## src/hw/rtl/decision_tree_pixel_classifier_macros.svh

```systemverilog
// Assertion macros shared by the decision tree pixel classifier.
`ifndef DECISION_TREE_PIXEL_CLASSIFIER_MACROS_SVH
`define DECISION_TREE_PIXEL_CLASSIFIER_MACROS_SVH

// The consequent must hold in the same cycle as the antecedent.
`define DTPC_ASSERT_SAME(lbl, ante, cons, msg) \
  lbl: assert property (@(posedge clk) disable iff (rst) (ante) |-> (cons)) else $error(msg);

// The consequent must hold in the cycle after the antecedent.
`define DTPC_ASSERT_NEXT(lbl, ante, cons, msg) \
  lbl: assert property (@(posedge clk) disable iff (rst) (ante) |=> (cons)) else $error(msg);

`endif

```

## src/hw/rtl/dtpc_pkg.sv

```systemverilog
// Shared types and constants of the decision tree pixel classifier.
package dtpc_pkg;

  localparam int MAX_NODES = 1024;
  localparam int NUM_BANDS = 8;
  localparam int MAX_WALK  = 50;

  localparam int IDX_W    = 10;
  localparam int CLASS_W  = 16;
  localparam int BANDF_W  = 3;
  localparam int THR_W    = 17;
  localparam int SAMPLE_W = 16;

  localparam int NODE_AW = $clog2(MAX_NODES);
  localparam int BAND_AW = (NUM_BANDS > 1) ? $clog2(NUM_BANDS) : 1;
  localparam int CNT_W   = $clog2(NUM_BANDS + 1);
  localparam int MOVE_W  = $clog2(MAX_WALK + 1);

  localparam int TDATA_W = 88;

  localparam logic OP_NODE = 1'b0;
  localparam logic OP_BAND = 1'b1;

  localparam logic CFG_NODATA_ENABLE = 1'b0;
  localparam logic CFG_NODATA_VALUE  = 1'b1;

  typedef struct packed {
    logic                      leaf;
    logic [CLASS_W-1:0]        cls;
    logic [BANDF_W-1:0]        band;
    logic signed [THR_W-1:0]   thr;
    logic [IDX_W-1:0]          left;
    logic [IDX_W-1:0]          right;
  } node_t;

  typedef struct packed {
    logic                       nodata_enable;
    logic signed [SAMPLE_W-1:0] nodata_value;
  } walk_cfg_t;

  typedef struct packed {
    logic [CNT_W-1:0]           cnt;
    logic signed [SAMPLE_W-1:0] band0;
  } band_stat_t;

  typedef struct packed {
    logic [CLASS_W-1:0] class_id;
    logic               walk_error;
  } walk_res_t;

endpackage

```

## src/hw/rtl/dtpc_walker.sv

```systemverilog
// Tree walk sequencer with one shared threshold compare per node visit.
module dtpc_walker (
  input  logic                                 clk,
  input  logic                                 rst,
  input  logic                                 start,
  input  dtpc_pkg::walk_cfg_t                  cfg,
  input  dtpc_pkg::band_stat_t                 bstat,
  output logic [dtpc_pkg::BAND_AW-1:0]         band_sel,
  input  logic signed [dtpc_pkg::SAMPLE_W-1:0] band_val,
  output logic                                 mem_re,
  output logic [dtpc_pkg::NODE_AW-1:0]         mem_raddr,
  input  dtpc_pkg::node_t                      node,
  output logic                                 idle,
  output logic                                 res_valid,
  input  logic                                 res_ready,
  output dtpc_pkg::walk_res_t                  res
);

  typedef enum logic [3:0] {
    ST_IDLE  = 4'b0001,
    ST_CHECK = 4'b0010,
    ST_EVAL  = 4'b0100,
    ST_DONE  = 4'b1000
  } walk_state_t;

  localparam logic [dtpc_pkg::IDX_W:0] NODE_LIMIT = (dtpc_pkg::IDX_W + 1)'(dtpc_pkg::MAX_NODES);

  walk_state_t                      state, state_next;
  logic [dtpc_pkg::MOVE_W-1:0]      moves, moves_next;
  dtpc_pkg::walk_res_t              result, result_next;
  logic                             go_left;
  logic [dtpc_pkg::IDX_W-1:0]       child;
  logic                             stuck;

  assign band_sel = dtpc_pkg::BAND_AW'(node.band);
  // Threshold carries one fractional bit, so the sample is doubled exactly.
  assign go_left  = ($signed({band_val, 1'b0}) <= node.thr);
  assign child    = go_left ? node.left : node.right;
  assign stuck    = (moves >= dtpc_pkg::MOVE_W'(dtpc_pkg::MAX_WALK)) ||
                    (int'(node.band) >= int'(bstat.cnt)) ||
                    (int'(node.band) >= dtpc_pkg::NUM_BANDS);

  always_comb begin
    state_next  = state;
    moves_next  = moves;
    result_next = result;
    mem_re      = 1'b0;
    mem_raddr   = '0;
    case (state)
      ST_IDLE: begin
        if (start) begin
          state_next = ST_CHECK;
        end
      end
      ST_CHECK: begin
        if (cfg.nodata_enable && (bstat.cnt != '0) && (bstat.band0 == cfg.nodata_value)) begin
          result_next = '{class_id: '0, walk_error: 1'b0};
          state_next  = ST_DONE;
        end else begin
          mem_re     = 1'b1;
          moves_next = '0;
          state_next = ST_EVAL;
        end
      end
      ST_EVAL: begin
        if (node.leaf) begin
          result_next = '{class_id: node.cls, walk_error: 1'b0};
          state_next  = ST_DONE;
        end else if (stuck || ({1'b0, child} >= NODE_LIMIT)) begin
          result_next = '{class_id: '0, walk_error: 1'b1};
          state_next  = ST_DONE;
        end else begin
          mem_re     = 1'b1;
          mem_raddr  = dtpc_pkg::NODE_AW'(child);
          moves_next = moves + 1'b1;
        end
      end
      ST_DONE: begin
        if (res_ready) begin
          state_next = ST_IDLE;
        end
      end
      default: begin
        state_next = ST_IDLE;
      end
    endcase
  end

  always_ff @(posedge clk) begin
    if (rst) begin
      state <= ST_IDLE;
    end else begin
      state <= state_next;
    end
  end

  always_ff @(posedge clk) begin
    moves  <= moves_next;
    result <= result_next;
  end

  assign idle      = (state == ST_IDLE);
  assign res_valid = (state == ST_DONE);
  assign res       = result;

endmodule

```

## config.mk

```make
export PLATFORM = sky130hd
export DESIGN_NAME = dtpc_walker
export DESIGN_NICKNAME = d
export VERILOG_FILES = /design/src/hw/rtl/decision_tree_pixel_classifier_macros.svh /design/src/hw/rtl/dtpc_pkg.sv /design/src/hw/rtl/dtpc_walker.sv
export SDC_FILE = /design/constraint.sdc
export NUM_CORES = 1
export LEC_CHECK = 0
export ABC_AREA = 1
export BUFFER_PORTS_ARGS = -buffer_cell sky130_fd_sc_hd__buf_2
export CORE_ASPECT_RATIO = 1.25
export CORE_UTILIZATION = 45
export CTS_BUF_LIST = sky130_fd_sc_hd__clkbuf_8
export DETAILED_ROUTE_END_ITERATION = 7
export PLACE_DENSITY_LB_ADDON = 0.1
export SKIP_LAST_GASP = 1
export SYNTH_ARGS = -nofsm -noshare
export SYNTH_HDL_FRONTEND = slang
export SYNTH_SLANG_ARGS = --single-unit
```

## constraint.sdc

```tcl
create_clock -name clk -period 2.5 [get_ports clk]
set_clock_uncertainty 0.2 [all_clocks]
set_input_delay 0.5 -clock clk [delete_from_list [all_inputs] [get_ports clk]]
set_output_delay 0.5 -clock clk [all_outputs]
set_load 0.1 [all_outputs]
```

Word level (Yosys, flattened, before mapping)
Index checks and enable logic that the tools add are counted.
{"block": "word_totals", "input_bits": 114, "register_bits": 27}
{"block": "op_classes", "mux": 22, "n_eq_ne": 12, "n_addsub": 1, "n_reduce_logical": 8, "order_cmp": 3}
{"op": "2-to-1 mux 17 bit", "count": 3}
{"op": "2-to-1 mux 10 bit", "count": 4}
{"op": "one-hot mux 17 bit (2 select lines)", "count": 1}
{"op": "2-to-1 mux 4 bit", "count": 5}
{"op": "2-to-1 mux 6 bit", "count": 3}
{"op": "less-or-equal comparator 17 bit", "count": 1}
{"op": "== test 16 bit", "count": 1}
{"op": "one-hot mux 4 bit (4 select lines)", "count": 1}
{"op": "one-hot mux 6 bit (2 select lines)", "count": 1}
{"op": "!= test 2 bit (second input constant)", "count": 5}
{"op": "adder 6 x 1 -> 6 bit (second input constant)", "count": 1}
{"op": "greater-or-equal comparator 6 bit (second input constant)", "count": 1}
{"op": "AND reduction 3 bit", "count": 2}
{"op": "== test 4 x 1 -> 1 bit (second input constant)", "count": 1}
{"op": "== test 4 x 2 -> 1 bit (second input constant)", "count": 1}
{"op": "== test 4 x 3 -> 1 bit (second input constant)", "count": 1}
{"op": "== test 4 bit (second input constant)", "count": 1}
{"op": "greater-or-equal comparator 3 x 4 -> 1 bit", "count": 1}
{"op": "AND reduction 4 bit", "count": 1}
{"op": "nonzero test 4 bit", "count": 1}
{"op": "2-to-1 mux 1 bit", "count": 3}
{"op": "!= test 3 bit (second input constant)", "count": 1}
{"op": "logical AND 1 bit", "count": 2}
{"op": "!= test 2 x 1 -> 1 bit (second input constant)", "count": 1}
{"op": "3 further kinds", "count": 3}

Depth between registers and ports, before layout
{"block": "logic_depth", "word_depth": 5, "ltp_mapped": 15}

Least setup slack after synthesis
OpenSTA, ideal clock, no wires.
{"block": "synth_timing", "kind": "flip-flop to flip-flop", "start": "reg state[3]", "end": "reg result (netlist bit res[0]) (enable)", "arrival_time_ps": 3370, "required_ps": 1980, "setup_slack_ps": -1390, "path_stages_with_launch": 9, "synth_period_minus_slack_ps": 3890, "path_buffers": 0, "path_cell_list": "dfxtp_1 inv_1 nand2_1 nor3_1 nand2_1 nand2_1 nor3_1 nand2_1 inv_1"}
{"block": "synth_via", "elab_chain_len": 3}
{"item": "start, declared", "line": "dtpc_walker.sv:28", "rtl": "walk_state_t state, state_next;"}
{"item": "start signal, assigned", "line": "dtpc_walker.sv:93", "rtl": "state <= state_next;"}
{"item": "== test 4 x 3 -> 1 bit or == test 4 x 2 -> 1 bit (tied branches)", "line": "dtpc_walker.sv:49", "rtl": "case (state)"}
{"item": "!= test 3 bit (no line) (tied with other cells)"}
{"item": "AND reduction 3 bit (no line) (*)"}
{"item": "end signal, assigned", "line": "dtpc_walker.sv:99", "rtl": "result <= result_next;"}
{"item": "end, declared", "line": "dtpc_walker.sv:30", "rtl": "dtpc_pkg::walk_res_t result, result_next;"}
Mark *: on every way between the ends. The rest lies on a longest branch, timed or not.
A chain may end at the register's enable or synchronous reset.

Worst setup path in the final report
{"block": "layout_timing", "start": "in band_val[15] (netlist name)", "end": "out mem_raddr[2] (netlist name)"}
{"block": "layout_via", "elab_chain_len": 5}
{"item": "start, declared", "line": "dtpc_walker.sv:9", "rtl": "input logic signed [dtpc_pkg::SAMPLE_W-1:0] band_val,"}
{"item": "less-or-equal comparator 17 bit", "line": "dtpc_walker.sv:37", "rtl": "assign go_left = ($signed({band_val, 1'b0}) <= node.thr);"}
{"item": "2-to-1 mux 10 bit", "line": "dtpc_walker.sv:38", "rtl": "assign child = go_left ? node.left : node.right;"}
{"item": "2-to-1 mux 10 bit", "line": "dtpc_walker.sv:69", "rtl": "end else if (stuck || ({1'b0, child} >= NODE_LIMIT)) begin"}
{"item": "2-to-1 mux 10 bit", "line": "dtpc_walker.sv:66", "rtl": "if (node.leaf) begin"}
{"item": "2-to-1 mux 10 bit", "line": "dtpc_walker.sv:49"}
{"item": "end, declared", "line": "dtpc_walker.sv:11", "rtl": "output logic [dtpc_pkg::NODE_AW-1:0] mem_raddr,"}
Every way passes these cells.

==> run summary <==
Outcome - complete, but fails checks
Failing checks - negative setup slack
Simple-Gate Fraction of Synth Area - 30.5%
Total GRT Usage - 24.3%
Largest net degree at the start of global routing - 21
Count leader, synth - inv_1
Initial antenna violation count - 0
Post-Synthesis Cells - 351
Vias in the first global route - 2548
Die height - 82.7 um
CTS tree - yes
Number of synthesized flops with an enable pin - 23
Worst vdd ir - 0.257 mV
Slew margin rel. - 64.8%
Netlist Area Pre-Place - 0.00234 mm^2
H-tree levels - 1
Synth Area in Adders - 11.2%
Crit. End Element - output pin
Top FF cell, synth - edfxtp_1
Cell taking the most area after synthesis - edfxtp_1
Fin. Hold Viols - 0
Syn Nets - 486
Worst path arrival time - 2.17 ns
CTS Hold Bufs - 0
Via Count - 2764
I/O Buffers - 146
Max Root-Sink Buffers - 2
Startpoint Class - primary input
RSZ-0062 raised after global routing - true
Max-cap viol count - 0
Final setup vio count - 11
Leak pwr - 2.13 nW
Global-route wire length before repair - 10.5 mm
Routed length per instance - 12.1 um
Req. time, crit path - 1.80 ns
Dpl hpwl - 4.68 mm
Mux share of post-synthesis cell area - 0%
Hold Crit Class - primary input to flop
Achievable frequency - 0.349 GHz
Power Density - 336 mW/mm^2
Most frequent cells after synthesis - 86 x inv_1, 77 x nand2_1, 62 x nor2_1
Synth Register Bits - 27
Post-Synth XOR/XNOR Area - 1.49%
IO Count - 147
Pre-antenna DRT Iters - 4
Overflow after GRT - 0
Final period utilization - 115%
Synth Area in Compound Gates - 7.21%
Finished Cell Area - 0.00428 mm^2
Vias/cell - 4.85
Top-area cell type share of the netlist area - 29.5%
Final slew viol count - 0
Clock transition at the registers of the reported paths - 0.09 ns
Synth warn - 0
Ys async rst share - 0%
Detail Route Antenna Nets - 0
Synth area leaders - edfxtp_1 29%, inv_1 14%, nand2_1 12%
Area of the core - 0.00504 mm^2
Crit Path Max Fanout - 5
DIE AREA - 0.00550 mm^2
Slew at the pin closest to its max-slew limit - 0.526 ns
Total clock sinks - 27
Cell area after placement - 0.00371 mm^2
CP Class - primary input to output pin
Row count - 29
Root Buffer - clkbuf_8
Yosys cell types - 24
Largest family of logic cells by synthesized area - simple AND/OR/NAND/NOR gates
Starting density of the core - 46.5%
Latest clock arrival within the worst-skew pair - 0.27 ns
Post-synthesis sequential area ratio - 32.9%
Drt initial violations - 123
Sum of negative setup slack - -3.36 ns
Share of layout cells above drive strength 1 - 53.1%
Nets - 644
Post-layout util - 84.9%
Final worst slack - -0.368 ns
Synthesized area per cell - 6.68 um^2
ANT cells - 0
P&R area growth vs syn - 82.7%
RePlAce Congestion - 0.791
Routed WL - 6.93 mm
CTS Buf Count - 3
Drc violations - 0
Horiz. Die Dim - 66.5 um
Minimum clock period - 2.87 ns
Hold Slack - 0.235 ns
==> state kept, by name, summed over array words and instances, names as in the netlist <==
register and count:
moves 6, state 4, res 17
==> layout by cell type (no fill, tap or decap), types with 5 or more instances in the layout <==
cell / count
buf_6: 15
a21oi_1: 8
o21ai_0: 8
nor2_1: 45
buf_12: 15
inv_1: 70
nor2_2: 6
nand2_4: 7
inv_2: 8
ha_4: 17
nand2_2: 13
nor2_4: 15
nand2_1: 58
edfxtp_1: 23
nand3_2: 10
inv_4: 7
nand3_1: 5
buf_4: 7
buf_2: 120
a21oi_2: 6
==> routing by layer <==
| layer | wire length, um | global-route usage, % | up-vias |
|---|---|---|---|
| met3 | 323 | 3.30 | 22 |
| met2 | 3890 | 47.1 | 115 |
| li1 | - | - | 1386 |
| met4 | 198 | 10.6 | 0 |
| met5 | 0 | 0 | - |
| met1 | 2510 | 25.6 | 1241 |
==> report_power, final <==
part	total, W	leakage (nW)	internal, W	switching [W]
logic	0.000685	1.89	0.000298	0.000387
clock network	0.000238	0.0269	0.000110	0.000128
registers	0.000518	0.211	0.000502	0.0000165
==> path summary, 6_finish.rpt <==
kind,to,from,slack (ns),cells past startpoint
max,mem_raddr[2],band_val[15],-0.37,14
max reg2reg,res[1],moves[0],0.23,12
min reg2reg,state[3],state[3],0.51,4
min,state[2],rst,0.23,2
==> cell families after synthesis <==
kind of cell    count (synthesis)
compound gates                 32
xor+xnor                        4
fa+ha+maj                      21
buf+inv                        96
flops                          27
simple gates                  171
==> stage by stage <==
stage               instances  total power [W]  setup WS, ns
global placement          556          0.00105        -0.315
CTS                       569          0.00140        -0.282
detailed placement        556          0.00106        -0.351
finish                    570          0.00144        -0.368
floorplan                 351         0.000893        -0.245
global route              570          0.00152        -0.450
==> worst max-delay path, cell delays in order <==
cell	delay, ns
buf_6	0.10
ha_4	0.27
nand2_2	0.07
nor2_2	0.13
nand2_1	0.09
nor2_1	0.13
nor2_2	0.06
nand2_2	0.11
nand2_8	0.10
buf_16	0.16
nand3_4	0.08
nand2_4	0.06
nor2_4	0.12
buf_12	0.18
==> what timing repair did <==
action                     CTS  global route
resized for setup           62            19
buffers inserted             5             1
gates cloned                 4             0
setup endpoints to repair   11            11
pin swaps                   38            14
==> area by class of cell <==
cell class / instances / area [um^2]
inverter: 87 / 367
clock inverter: 1 / 3.75
fill: 283 / 762
timing repair buffer: 162 / 1250
sequential: 27 / 771
multi-input combinational: 228 / 1770
clock buffer: 3 / 41.3
tap: 62 / 77.6
No activity file was read; power rests on OpenSTA's default activity.
