<file path="config.mk">
export PLATFORM = sky130hd
export DESIGN_NAME = dtpc_band_store
export DESIGN_NICKNAME = d
export VERILOG_FILES = /design/src/hw/rtl/decision_tree_pixel_classifier_macros.svh /design/src/hw/rtl/dtpc_pkg.sv /design/src/hw/rtl/dtpc_band_store.sv
export SDC_FILE = /design/constraint.sdc
export NUM_CORES = 1
export LEC_CHECK = 0
export BUFFER_PORTS_ARGS = -buffer_cell sky130_fd_sc_hd__buf_2
export CORE_AREA = 5 5 150 152
export DETAILED_ROUTE_END_ITERATION = 10
export DIE_AREA = 0 0 155 157
export GPL_TIMING_DRIVEN = 0
export PLACE_DENSITY = 0.41
export SETUP_SLACK_MARGIN = 0.2
export SYNTH_ARGS = -nofsm -noshare
export SYNTH_HDL_FRONTEND = slang
export SYNTH_SLANG_ARGS = --single-unit
</file>
<file path="constraint.sdc">
create_clock -name clk -period 3.3 [get_ports clk]
set_input_delay 0.33 -clock clk [delete_from_list [all_inputs] [get_ports clk]]
set_output_delay 0.33 -clock clk [all_outputs]
set_load 0.005 [all_outputs]
</file>
<file path="src/hw/rtl/decision_tree_pixel_classifier_macros.svh">
// Assertion macros shared by the decision tree pixel classifier.
`ifndef DECISION_TREE_PIXEL_CLASSIFIER_MACROS_SVH
`define DECISION_TREE_PIXEL_CLASSIFIER_MACROS_SVH

// The consequent must hold in the same cycle as the antecedent.
`define DTPC_ASSERT_SAME(lbl, ante, cons, msg) \
  lbl: assert property (@(posedge clk) disable iff (rst) (ante) |-> (cons)) else $error(msg);

// The consequent must hold in the cycle after the antecedent.
`define DTPC_ASSERT_NEXT(lbl, ante, cons, msg) \
  lbl: assert property (@(posedge clk) disable iff (rst) (ante) |=> (cons)) else $error(msg);

`endif

</file>
<file path="src/hw/rtl/dtpc_pkg.sv">
// Shared types and constants of the decision tree pixel classifier.
package dtpc_pkg;

  localparam int MAX_NODES = 1024;
  localparam int NUM_BANDS = 8;
  localparam int MAX_WALK  = 50;

  localparam int IDX_W    = 10;
  localparam int CLASS_W  = 16;
  localparam int BANDF_W  = 3;
  localparam int THR_W    = 17;
  localparam int SAMPLE_W = 16;

  localparam int NODE_AW = $clog2(MAX_NODES);
  localparam int BAND_AW = (NUM_BANDS > 1) ? $clog2(NUM_BANDS) : 1;
  localparam int CNT_W   = $clog2(NUM_BANDS + 1);
  localparam int MOVE_W  = $clog2(MAX_WALK + 1);

  localparam int TDATA_W = 88;

  localparam logic OP_NODE = 1'b0;
  localparam logic OP_BAND = 1'b1;

  localparam logic CFG_NODATA_ENABLE = 1'b0;
  localparam logic CFG_NODATA_VALUE  = 1'b1;

  typedef struct packed {
    logic                      leaf;
    logic [CLASS_W-1:0]        cls;
    logic [BANDF_W-1:0]        band;
    logic signed [THR_W-1:0]   thr;
    logic [IDX_W-1:0]          left;
    logic [IDX_W-1:0]          right;
  } node_t;

  typedef struct packed {
    logic                       nodata_enable;
    logic signed [SAMPLE_W-1:0] nodata_value;
  } walk_cfg_t;

  typedef struct packed {
    logic [CNT_W-1:0]           cnt;
    logic signed [SAMPLE_W-1:0] band0;
  } band_stat_t;

  typedef struct packed {
    logic [CLASS_W-1:0] class_id;
    logic               walk_error;
  } walk_res_t;

endpackage

</file>
<file path="src/hw/rtl/dtpc_band_store.sv">
// Band sample registers of the current pixel and their fill count.
module dtpc_band_store (
  input  logic                                 clk,
  input  logic                                 rst,
  input  logic                                 wr,
  input  logic signed [dtpc_pkg::SAMPLE_W-1:0] wr_value,
  input  logic                                 clr,
  input  logic [dtpc_pkg::BAND_AW-1:0]         rd_sel,
  output logic signed [dtpc_pkg::SAMPLE_W-1:0] rd_value,
  output dtpc_pkg::band_stat_t                 stat
);

  logic signed [dtpc_pkg::SAMPLE_W-1:0] bands [dtpc_pkg::NUM_BANDS];
  logic [dtpc_pkg::CNT_W-1:0]           cnt;
  logic                                 has_room;

  assign has_room = (int'(cnt) < dtpc_pkg::NUM_BANDS);

  always_ff @(posedge clk) begin
    if (rst) begin
      cnt <= '0;
    end else if (clr) begin
      cnt <= '0;
    end else if (wr && has_room) begin
      cnt <= cnt + 1'b1;
    end
  end

  // Samples past the last band still belong to the pixel but are dropped and not counted.
  always_ff @(posedge clk) begin
    if (wr && has_room) begin
      bands[dtpc_pkg::BAND_AW'(cnt)] <= wr_value;
    end
  end

  assign rd_value    = bands[rd_sel];
  assign stat.cnt    = cnt;
  assign stat.band0  = bands[0];

endmodule

</file>
-- After elaboration in Yosys (flattened, before gate mapping)
Memories as Yosys holds them, arrays and structs flattened.
Cells that the tools add are included.
Widths: inputs -> output; s select.
- flip-flop bits (word level): 4
- latch bits: 0
- RAM bits: 128
- bits in read-only memories: 0
- bits of input ports: 23
- output and inout bits: 36
- word-level logic and storage cells: 8
- memories kept: 1
- $add $sub $neg: 1
- multiply operators: 0
- divide/modulo/power cells: 0
- magnitude comparators: 1
- equal/unequal tests: 0
- shift-type cells: 0
- mux-type cells: 2
- bitwise operators: 0
- reductions and logical operators: 2
- memories (name ; words ; width ; read ports ; clocked after memory_dff ; write ports ; RTL line ; RTL):
    bands ; 8 ; 16 ; 2 ; 0 ; 1 ; dtpc_band_store.sv:13 ; logic signed [dtpc_pkg::SAMPLE_W-1:0] bands [dtpc_pkg::NUM_BANDS];
- operators with widths (operator ; count):
    $add 4x1->4 const B ; 1
    $lt 4x4->1 const B ; 1
    $mux 1 ; 2
    $reduce_or 2->1 ; 1
    $logic_and 1x1->1 ; 1

-- Depth between registers and ports, before layout
Gate-level depths: netlist of run 1.
- depth in word-level cells: 4
- gate-level depth with buffers: 4
- gate-level depth less buffers: 4

-- Worst setup path before layout of run 1
OpenSTA, ideal clock, no wires.
- path type: register -> register
- from: reg cnt[2] in the netlist's numbering
- to: mem bands[4][0] in the netlist's numbering (enable)
- setup time: 430 ps
- data arrival time: 2215 ps
- required time: 2870 ps
- slack: 655 ps
- cell stages (with the launch flop): 4
- buffers on the path: 1
- period minus slack after synthesis: 2645 ps
- path through: dfxtp_1 > clkbuf_1 > nand2_1 > nor4_1
- word-level cells in the longest chain between the ends: 4
- RTL lines (item ; RTL line ; RTL):
    start: declaration ; dtpc_band_store.sv:14 ; logic [dtpc_pkg::CNT_W-1:0] cnt;
    start signal: assignment ; dtpc_band_store.sv:25 ; cnt <= cnt + 1'b1;
    $lt 4x4->1 ; dtpc_band_store.sv:17 ; assign has_room = (int'(cnt) < dtpc_pkg::NUM_BANDS);
    $logic_and 1x1->1 ; dtpc_band_store.sv:31 ; if (wr && has_room) begin
    $mux 1 ; dtpc_band_store.sv:31 ;
    $mux 1 (not written as such) ; dtpc_band_store.sv:32 ; bands[dtpc_pkg::BAND_AW'(cnt)] <= wr_value;
    end: declaration ; dtpc_band_store.sv:13 ;
Parallel ways exist; a longest one is shown, timed or not.

-- Worst setup path after layout of run 1
- from: in rd_sel[2] in the netlist's numbering
- to: out rd_value[2] in the netlist's numbering
- word-level cells in the longest chain between the ends: 1
- RTL lines (item ; RTL line ; RTL):
    start: declaration ; dtpc_band_store.sv:8 ; input logic [dtpc_pkg::BAND_AW-1:0] rd_sel,
    $mem_v2 8x16 ; -- ;
    end: declaration ; dtpc_band_store.sv:9 ; output logic signed [dtpc_pkg::SAMPLE_W-1:0] rd_value,
No other way between the ends.

==> results.json, run 1 <==
{
  "drive_above_1_share": 0.403,
  "startpoint_type": "input pin",
  "ir_drop_uv": 395,
  "crit_end": "rd_value[2]",
  "core_um2": 20900,
  "gr-total-overflow": 0,
  "n_antenna_cell": 0,
  "fill_cells": 2071,
  "final.period_utilization": 0.713,
  "reg2reg_slack_ps": 1250,
  "initial_core_util": 0.246,
  "rsz0062_at_grt": "no",
  "cts_hold_buffers": 0,
  "outcome": "finished, final reports clean",
  "cts_max_path_buffers": 2,
  "cts_sinks": 132,
  "worst_pin_slew_ps": 877,
  "synth_area_um2": 5150,
  "post_cts_resized": 0,
  "area_delta_synth_final_pct": 26.3,
  "clock-root-buffer": "clkbuf_16",
  "seqCellArea_um2": 3920,
  "vias": 2453,
  "wl_per_cell_um": 19.4,
  "grt.total_usage": 0.0999,
  "firstDrtPassIters": 4,
  "utilization": 0.311,
  "crit_fanout": 10,
  "fmax_mhz": 425,
  "multi_input_area_um2": 1190,
  "hp-class": "input pin to register",
  "postCtsSetupBuffers": 0,
  "hold_viol_final": 0,
  "power_per_cell_area_nw_per_um2": 577,
  "fin_cells": 590,
  "relSlewSlack": 0.415,
  "cts_buffers": 17,
  "clkTransAtPathRegs_ps": 50,
  "reg2reg_from": "cnt[2]$_SDFFE_PP0P_",
  "die_w_um": 155,
  "vias_per_cell": 4.16,
  "drtIter0Drc": 81,
  "worstSetupPathType": "input pin to output port",
  "whs_ps": 139,
  "cp-end-kind": "output port",
  "place_hpwl_um": 8140,
  "drc": 0,
  "synth.distinct_cells": 23,
  "skew_ps": 5.67,
  "nets": 329,
  "postSynthAreaPerCell_um2": 24.1,
  "grt_pass1_wl_um": 17300,
  "arrival_ps": 2020,
  "drtAntennaViolNets": 0,
  "clk_latency_ps": 400,
  "startpoint": "rd_sel[2]",
  "r2r-end": "bands[1][14]$_DFFE_PP_",
  "io_buffers": 56,
  "p_leak_nw": 2.25,
  "ys_ff_latch": 132,
  "ys_warn_count": 0,
  "design.portCount": 59,
  "cts_max_level": 4,
  "switching_share": 0.191,
  "dieArea_um2": 24300,
  "grt_start_max_net_pins": 17,
  "seq_area_frac_synth": 0.762,
  "power_switching_w": 0.000718,
  "antenna_found_initial": 0,
  "finalWirelength_um": 11500,
  "die_y_um": 157,
  "internal-power_w": 0.00303,
  "syn_inst": 214,
  "rr_worst_depth": 4,
  "seq_power_share": 0.499,
  "syn_nets": 238,
  "finalSetupViolCount": 0,
  "gp_congestion": 0.634,
  "dpl.cell_count": 561,
  "p_comb_frac": 0.051,
  "tritoncts": "built",
  "grt_pass1_vias": 2762,
  "num_rows": 53,
  "cp.required_ps": 2970,
  "slew_violations": 0,
  "cap_violations": 0,
  "clkPwrFrac": 0.450,
  "period_minus_slack_ps": 2350
}
## per-stage QoR
step	TNS, ps	power [W]	area, um^2	setup WS (ps)
after floorplan	0	0.00200	5150	655
after global placement	-58950	0.00210	5770	-1310
after detailed placement	0	0.00211	5980	884
after CTS	0	0.00381	6500	888
after global routing	0	0.00392	6500	880
final	0	0.00375	6500	946
## cell usage after synthesis
master    number  area, um^2
a41oi_1        1        8.76
nor2b_1        1        6.26
buf_1          3        11.3
xnor2_1        1        8.76
mux4_2         4        90.1
clkbuf_2       1        5.00
nand3b_1       1        7.51
nand3_1        1        5.00
ha_1           1        12.5
edfxtp_1     128        3840
mux2_2        16         180
nand2b_1       1        6.26
mux2i_1        1        10.0
nor4_1         2        12.5
mux4_1        28         736
buf_6          4        45.0
nor2_1         2        7.51
clkbuf_1       2        7.51
xor2_1         1        8.76
nand2_1        2        7.51
or3b_2         1        8.76
dfxtp_1        4        80.1
nor3_1         8        40.0
## cell usage in the layout (no fill, tap or decap)
master     instances
nand2b_1           1
buf_8              3
mux4_1            28
nand3b_1           1
mux2_2            16
edfxtp_1         128
buf_6             11
buf_2             56
clkinv_1           6
clkinv_2           2
nor4_2             2
bufinv_16          2
nor2_2             2
buf_1              3
nand2_1            2
nor3_2             4
dfxtp_1            4
buf_4              6
a41oi_1            1
xnor2_1            1
mux2i_1            1
ha_1               1
clkbuf_16         17
nor3_1             4
nor2b_1            1
clkbuf_2           1
mux4_2             4
or3b_2             1
xor2_1             1
nand3_1            1
clkbuf_1           4
## worst max-delay path: stages
cell      delay, ps
buf_2           140
clkbuf_1        680
mux4_1          440
mux2_2          300
buf_2           130
## area by class of cell
cell class / count / area share
well taps: 275 / 0.0529
clock buffers: 19 / 0.0666
clock inverters: 10 / 0.0142
flip-flops and latches: 132 / 0.603
plain buffers: 10 / 0.0106
repair buffers: 72 / 0.0691
multi-input cells: 72 / 0.183
## layer usage
layer,wire length [um],global-route usage
met3,476,0.0322
met2,5860,0.166
met1,5000,0.123
met5,0,0
met4,125,0.0353
## registers in the layout (all words and copies together) (netlist names)
name,count
bands,128
cnt,4
## worst min-delay path by stage
stage / slack [ps] / startpoint / cells after the start / endpoint
6_report: 140 / rst / 2 / cnt[0]$_SDFFE_PP0P_
5_1_grt: 130 / rst / 2 / cnt[1]$_SDFFE_PP0P_
4_1_cts: 110 / rst / 2 / cnt[3]$_SDFFE_PP0P_
3_5_place_dp: 560 / rst / 2 / cnt[3]$_SDFFE_PP0P_
3_3_place_gp: 550 / rst / 2 / cnt[0]$_SDFFE_PP0P_
2_1_floorplan: 410 / rst / 1 / cnt[0]$_SDFFE_PP0P_
## kinds of logic (layout without fill, tap and decap cells)
kind of cell,Yosys count,in the layout,synth area share
flops,132,132,0.762
simple gates,19,19,0.0197
mux,49,49,0.197
compound gates,1,1,0.00170
buf+inv,10,111,0.0134
xor+xnor,2,2,0.00340
fa+ha+maj,1,1,0.00243
## power groups by stage
| stage | registers, W | clock network [W] | logic, W |
|---|---|---|---|
| 6_report | 0.00187 | 0.00169 | 0.000193 |
| 5_1_grt | 0.00187 | 0.00183 | 0.000212 |
| 4_1_cts | 0.00187 | 0.00174 | 0.000201 |
| 3_5_place_dp | 0.00191 | 0 | 0.000201 |
| 3_3_place_gp | 0.00191 | 0 | 0.000191 |
| 2_1_floorplan | 0.00191 | 0 | 0.0000932 |
Power figures use the tool's default switching activity.
==> inputs of run 2 (changes only) <==
==> constraint.sdc (replaced) <==
create_clock -name clk -period 2.19 [get_ports clk]
set_input_delay 0.219 -clock clk [delete_from_list [all_inputs] [get_ports clk]]
set_output_delay 0.219 -clock clk [all_outputs]
set_load 0.005 [all_outputs]
==> results.json, run 2 (same netlist as run 1, synthesis figures left out) <==
{
  "period_minus_slack_ps": 1930,
  "reg2reg_from": "cnt[2]$_SDFFE_PP0P_",
  "internal-power_w": 0.00462,
  "largest_register_ffs": 128,
  "grt.total_usage": 0.103,
  "design.portCount": 59,
  "top_regs": "bands x128, cnt x4",
  "cts_sinks": 132,
  "hold_viol_final": 0,
  "tritoncts": "built",
  "r2r-end": "bands[0][11]$_DFFE_PP_",
  "place_hpwl_um": 7880,
  "final_common_cell": "edfxtp_1",
  "relSlewSlack": 0.699,
  "finalSetupViolCount": 0,
  "placed_area_um2": 5960,
  "final.period_utilization": 0.882,
  "cp.required_ps": 1970,
  "vias": 2534,
  "drive_above_1_share": 0.473,
  "firstDrtPassIters": 4,
  "clkTransAtPathRegs_ps": 50,
  "startpoint_type": "register",
  "ir_drop_uv": 540,
  "switching_share": 0.203,
  "skew_ps": 4.24,
  "antenna_found_initial": 2,
  "nets": 339,
  "rr_worst_depth": 4,
  "final_area_um2": 6710,
  "min_delay_path_depth": 2,
  "cts_buffers": 17,
  "n_antenna_cell": 0,
  "cts_max_level": 4,
  "min-delay-start": "rst",
  "final_cell_mix": "128 x edfxtp_1, 58 x buf_2, 22 x mux4_1, 17 x clkbuf_16, 16 x mux2_2",
  "fin_cells": 603,
  "outcome": "finished, final reports clean",
  "dieArea_um2": 24300,
  "rsz0062_at_grt": "yes",
  "clk_latency_ps": 410,
  "core_um2": 20900,
  "vias_per_cell": 4.20,
  "io_buffers": 56,
  "area_delta_synth_final_pct": 30.2,
  "power_per_cell_area_nw_per_um2": 864,
  "cts_max_path_buffers": 2,
  "worst_pin_slew_ps": 451,
  "clock-root-buffer": "clkbuf_16",
  "timing.setup.tns_ps": 0,
  "worstHoldEndpoint": "cnt[2]$_SDFFE_PP0P_",
  "hp-class": "input pin to register",
  "finalWirelength_um": 11900,
  "p_leak_nw": 2.32,
  "worstSetupPathType": "register to output port",
  "die_w_um": 155,
  "gr-total-overflow": 0,
  "wl_per_cell_um": 19.7,
  "cp-end-kind": "output port",
  "drc": 0,
  "initial_core_util": 0.246,
  "grt_pass1_wl_um": 17800,
  "num_rows": 53,
  "seq_power_share": 0.487,
  "grt_pass1_vias": 2801,
  "utilization": 0.321,
  "arrival_ps": 1710,
  "crit_fanout": 2,
  "drtIter0Drc": 98,
  "clkPwrFrac": 0.458,
  "setup_slack_ps": 258,
  "drtAntennaViolNets": 0,
  "grt_start_max_net_pins": 17,
  "regMostFlops": "bands",
  "die_y_um": 157,
  "slew_violations": 0,
  "power_switching_w": 0.00118,
  "dpl.cell_count": 553,
  "p_comb_frac": 0.056,
  "pre_cts_ws_ps": -321,
  "fmax_mhz": 518,
  "reg2reg_slack_ps": 300,
  "cap_violations": 0,
  "gp_congestion": 0.639
}
[run 2: worst max path at each step]
| stage | from | to | slack, ps | cells past startpoint |
|---|---|---|---|---|
| after CTS | cnt[2]$_SDFFE_PP0P_ | bands[6][11]$_DFFE_PP_ | 150 | 5 |
| after global placement | cnt[2]$_SDFFE_PP0P_ | bands[6][11]$_DFFE_PP_ | -1370 | 3 |
| after floorplan | cnt[2]$_SDFFE_PP0P_ | bands[6][0]$_DFFE_PP_ | -60 | 3 |
| final | bands[0][4]$_DFFE_PP_ | rd_value[4] | 260 | 3 |
| after detailed placement | cnt[2]$_SDFFE_PP0P_ | bands[1][11]$_DFFE_PP_ | -320 | 3 |
| after global routing | bands[0][5]$_DFFE_PP_ | rd_value[5] | 190 | 3 |
[run 2: worst max-delay path, stage by stage (launching register included)]
cell	delay [ps]
edfxtp_1	400
mux4_1	490
mux2_2	280
buf_2	130
[run 2: stage by stage]
step / total power [W] / hold WS, ps
after floorplan: 0.00301 / 296
after global placement: 0.00316 / 439
after detailed placement: 0.00318 / 446
after CTS: 0.00587 / 1.40
after global routing: 0.00602 / 17.3
final: 0.00579 / 26.6
[run 2: power groups by stage]
stage               sequential, W  combinational [W]  clock, W
floorplan                 0.00287           0.000142         0
global placement          0.00287           0.000291         0
detailed placement        0.00288           0.000302         0
CTS                       0.00282           0.000325   0.00272
global route              0.00282           0.000356   0.00284
finish                    0.00282           0.000322   0.00265
[run 2: layout make-up]
class | instances | area (um^2)
buffer | 10 | 81.3
clock buffer | 19 | 433
clock inverter | 13 | 116
fill | 2027 | 14200
multi-input combinational | 72 | 1220
sequential | 132 | 3930
tap | 275 | 344
timing repair buffer | 82 | 588
[run 2: metal layers]
layer / wire length [um] / global-route usage / part of all wire
met4: 199 / 0.0429 / 0.017
met5: 27 / 0 / 0.0023
met1: 5550 / 0.132 / 0.47
met3: 455 / 0.0313 / 0.038
met2: 5660 / 0.163 / 0.48
[run 2: what timing repair did]
item / in CTS / in global routing
hold buffers: 2 / 0
endpoints found under the hold margin: 1 / 0
endpoints found under the setup margin: 90 / 49
pin swaps: 5 / 1
buffers inserted: 9 / 7
gates resized for setup: 8 / 9
==> inputs of run 3 (changes only) <==
==> constraint.sdc (replaced) <==
create_clock -name clk -period 2.19 [get_ports clk]
set_input_delay 0.219 -clock clk [delete_from_list [all_inputs] [get_ports clk]]
set_output_delay 0.219 -clock clk [all_outputs]
set_load 0.1 [all_outputs]
==> results.json, run 3 (same netlist as run 1, synthesis figures left out) <==
{
  "period_minus_slack_ps": 1960,
  "crit_buf_inv": 1,
  "clkTransAtPathRegs_ps": 60,
  "design.portCount": 59,
  "cap_violations": 0,
  "vias_per_cell": 4.17,
  "vias": 2500,
  "seq_power_share": 0.410,
  "relSlewSlack": 0.426,
  "n_antenna_cell": 0,
  "path_cells": "mux4_2 -> mux2_4 -> buf_12",
  "critical-path-max-stage-delay_ps": 460,
  "reg2reg_slack_ps": 290,
  "placed_area_um2": 5910,
  "drive_above_1_share": 0.534,
  "die_w_um": 155,
  "startpoint_type": "register",
  "cts_max_path_buffers": 2,
  "crit_fanout": 2,
  "place_hpwl_um": 7230,
  "area_delta_synth_final_pct": 36.8,
  "initial_core_util": 0.246,
  "gr-total-overflow": 0,
  "dieArea_um2": 24300,
  "drc": 0,
  "fin_cells": 599,
  "largest_register_ffs": 128,
  "fmax_mhz": 510,
  "final_cell_mix": "128 x edfxtp_1, 42 x buf_2, 29 x mux4_2, 22 x buf_12, 17 x clkbuf_16",
  "arrival_ps": 1740,
  "cp_top_family": "multiplexers",
  "final_area_um2": 7050,
  "worst_pin_slew_ps": 854,
  "io_buffers": 56,
  "firstDrtPassIters": 4,
  "regMostFlops": "bands",
  "clkPwrFrac": 0.477,
  "grt.total_usage": 0.104,
  "core_um2": 20900,
  "drtIter0Drc": 119,
  "power_per_cell_area_nw_per_um2": 976,
  "grt_pass1_wl_um": 18000,
  "top_regs": "bands x128, cnt x4",
  "gp_congestion": 0.660,
  "outcome": "finished, final reports clean",
  "tritoncts": "built",
  "dpl.cell_count": 547,
  "whs_ps": 76.7,
  "final.period_utilization": 0.895,
  "die_y_um": 157,
  "rsz0062_at_grt": "yes",
  "hold_viol_final": 0,
  "finalSetupViolCount": 0,
  "p_leak_nw": 2.42,
  "cts_buffers": 17,
  "clock-root-buffer": "clkbuf_16",
  "internal-power_w": 0.00531,
  "critPathSlowestCell": "mux4_2",
  "skew_ps": 7.58,
  "final_common_cell": "edfxtp_1",
  "worstSetupPathType": "register to output port",
  "power_switching_w": 0.00157,
  "fill_cells": 1997,
  "switching_share": 0.228,
  "ir_drop_uv": 453,
  "grt_pass1_vias": 2750,
  "power.total_w": 0.00687,
  "cp.required_ps": 1970,
  "nets": 335,
  "grt_start_max_net_pins": 17,
  "utilization": 0.337,
  "clk_latency_ps": 410,
  "cp-end-kind": "output port",
  "cts_sinks": 132,
  "p_comb_frac": 0.113,
  "num_rows": 53,
  "antenna_found_initial": 0,
  "hp-class": "input pin to register",
  "slew_violations": 0,
  "drtAntennaViolNets": 0,
  "wl_per_cell_um": 20.0,
  "finalWirelength_um": 12000,
  "cts_max_level": 4
}
run 3: worst reg2reg max path, cell delays in order (launching register included):
cell and delay, ps:
dfxtp_4 340, clkbuf_4 200, nand2_1 150, nor4_4 670, buf_8 250
run 3: final cells by class:
type | instances | area (um^2) | area share
Clock inverter | 15 | 260 | 0.0369
Clock buffer | 17 | 425 | 0.0604
Tap cell | 275 | 344 | 0.0488
Buffer | 10 | 83.8 | 0.0119
Sequential cell | 132 | 3940 | 0.559
Multi-Input combinational cell | 72 | 1210 | 0.172
Timing Repair Buffer | 78 | 783 | 0.111
run 3: final timing paths:
check                   startpoint               endpoint  depth (start not counted)
min reg2reg    cnt[0]$_SDFFE_PP0P_    cnt[0]$_SDFFE_PP0P_                          2
min                    wr_value[0]  bands[2][0]$_DFFE_PP_                          1
max          bands[0][9]$_DFFE_PP_            rd_value[9]                          3
max reg2reg    cnt[2]$_SDFFE_PP0P_  bands[4][0]$_DFFE_PP_                          4
run 3: stage by stage:
step	setup TNS, ps	worst slack [ps]
2_1_floorplan	0	195
3_5_place_dp	-7720	-262
6_report	0	231
4_1_cts	0	185
5_1_grt	0	149
3_3_place_gp	-10800	-252
run 3: power groups by stage:
stage	combinational, W	clock, W	sequential, W
4_1_cts	0.000760	0.00337	0.00282
6_report	0.000778	0.00328	0.00282
2_1_floorplan	0.000365	0	0.00301
3_5_place_dp	0.000657	0	0.00287
3_3_place_gp	0.000651	0	0.00287
5_1_grt	0.000811	0.00347	0.00282
run 3: what timing repair did:
item                                    4_1_cts  5_1_grt
gates resized for setup                      64       16
endpoints found under the setup margin      105       30
hold buffers                                  3        0
endpoints found under the hold margin         4        0
pin swaps                                     4        1
setup buffers                                14        3
run 3: metal layers:
| metal | up-vias | global-route usage | wire (um) |
|---|---|---|---|
| met3 | 11 | 0.0360 | 529 |
| met1 | 1315 | 0.138 | 5520 |
| met5 | - | 0 | 0 |
| met2 | 58 | 0.162 | 5830 |
| li1 | 1116 | - | - |
| met4 | 0 | 0.0303 | 122 |
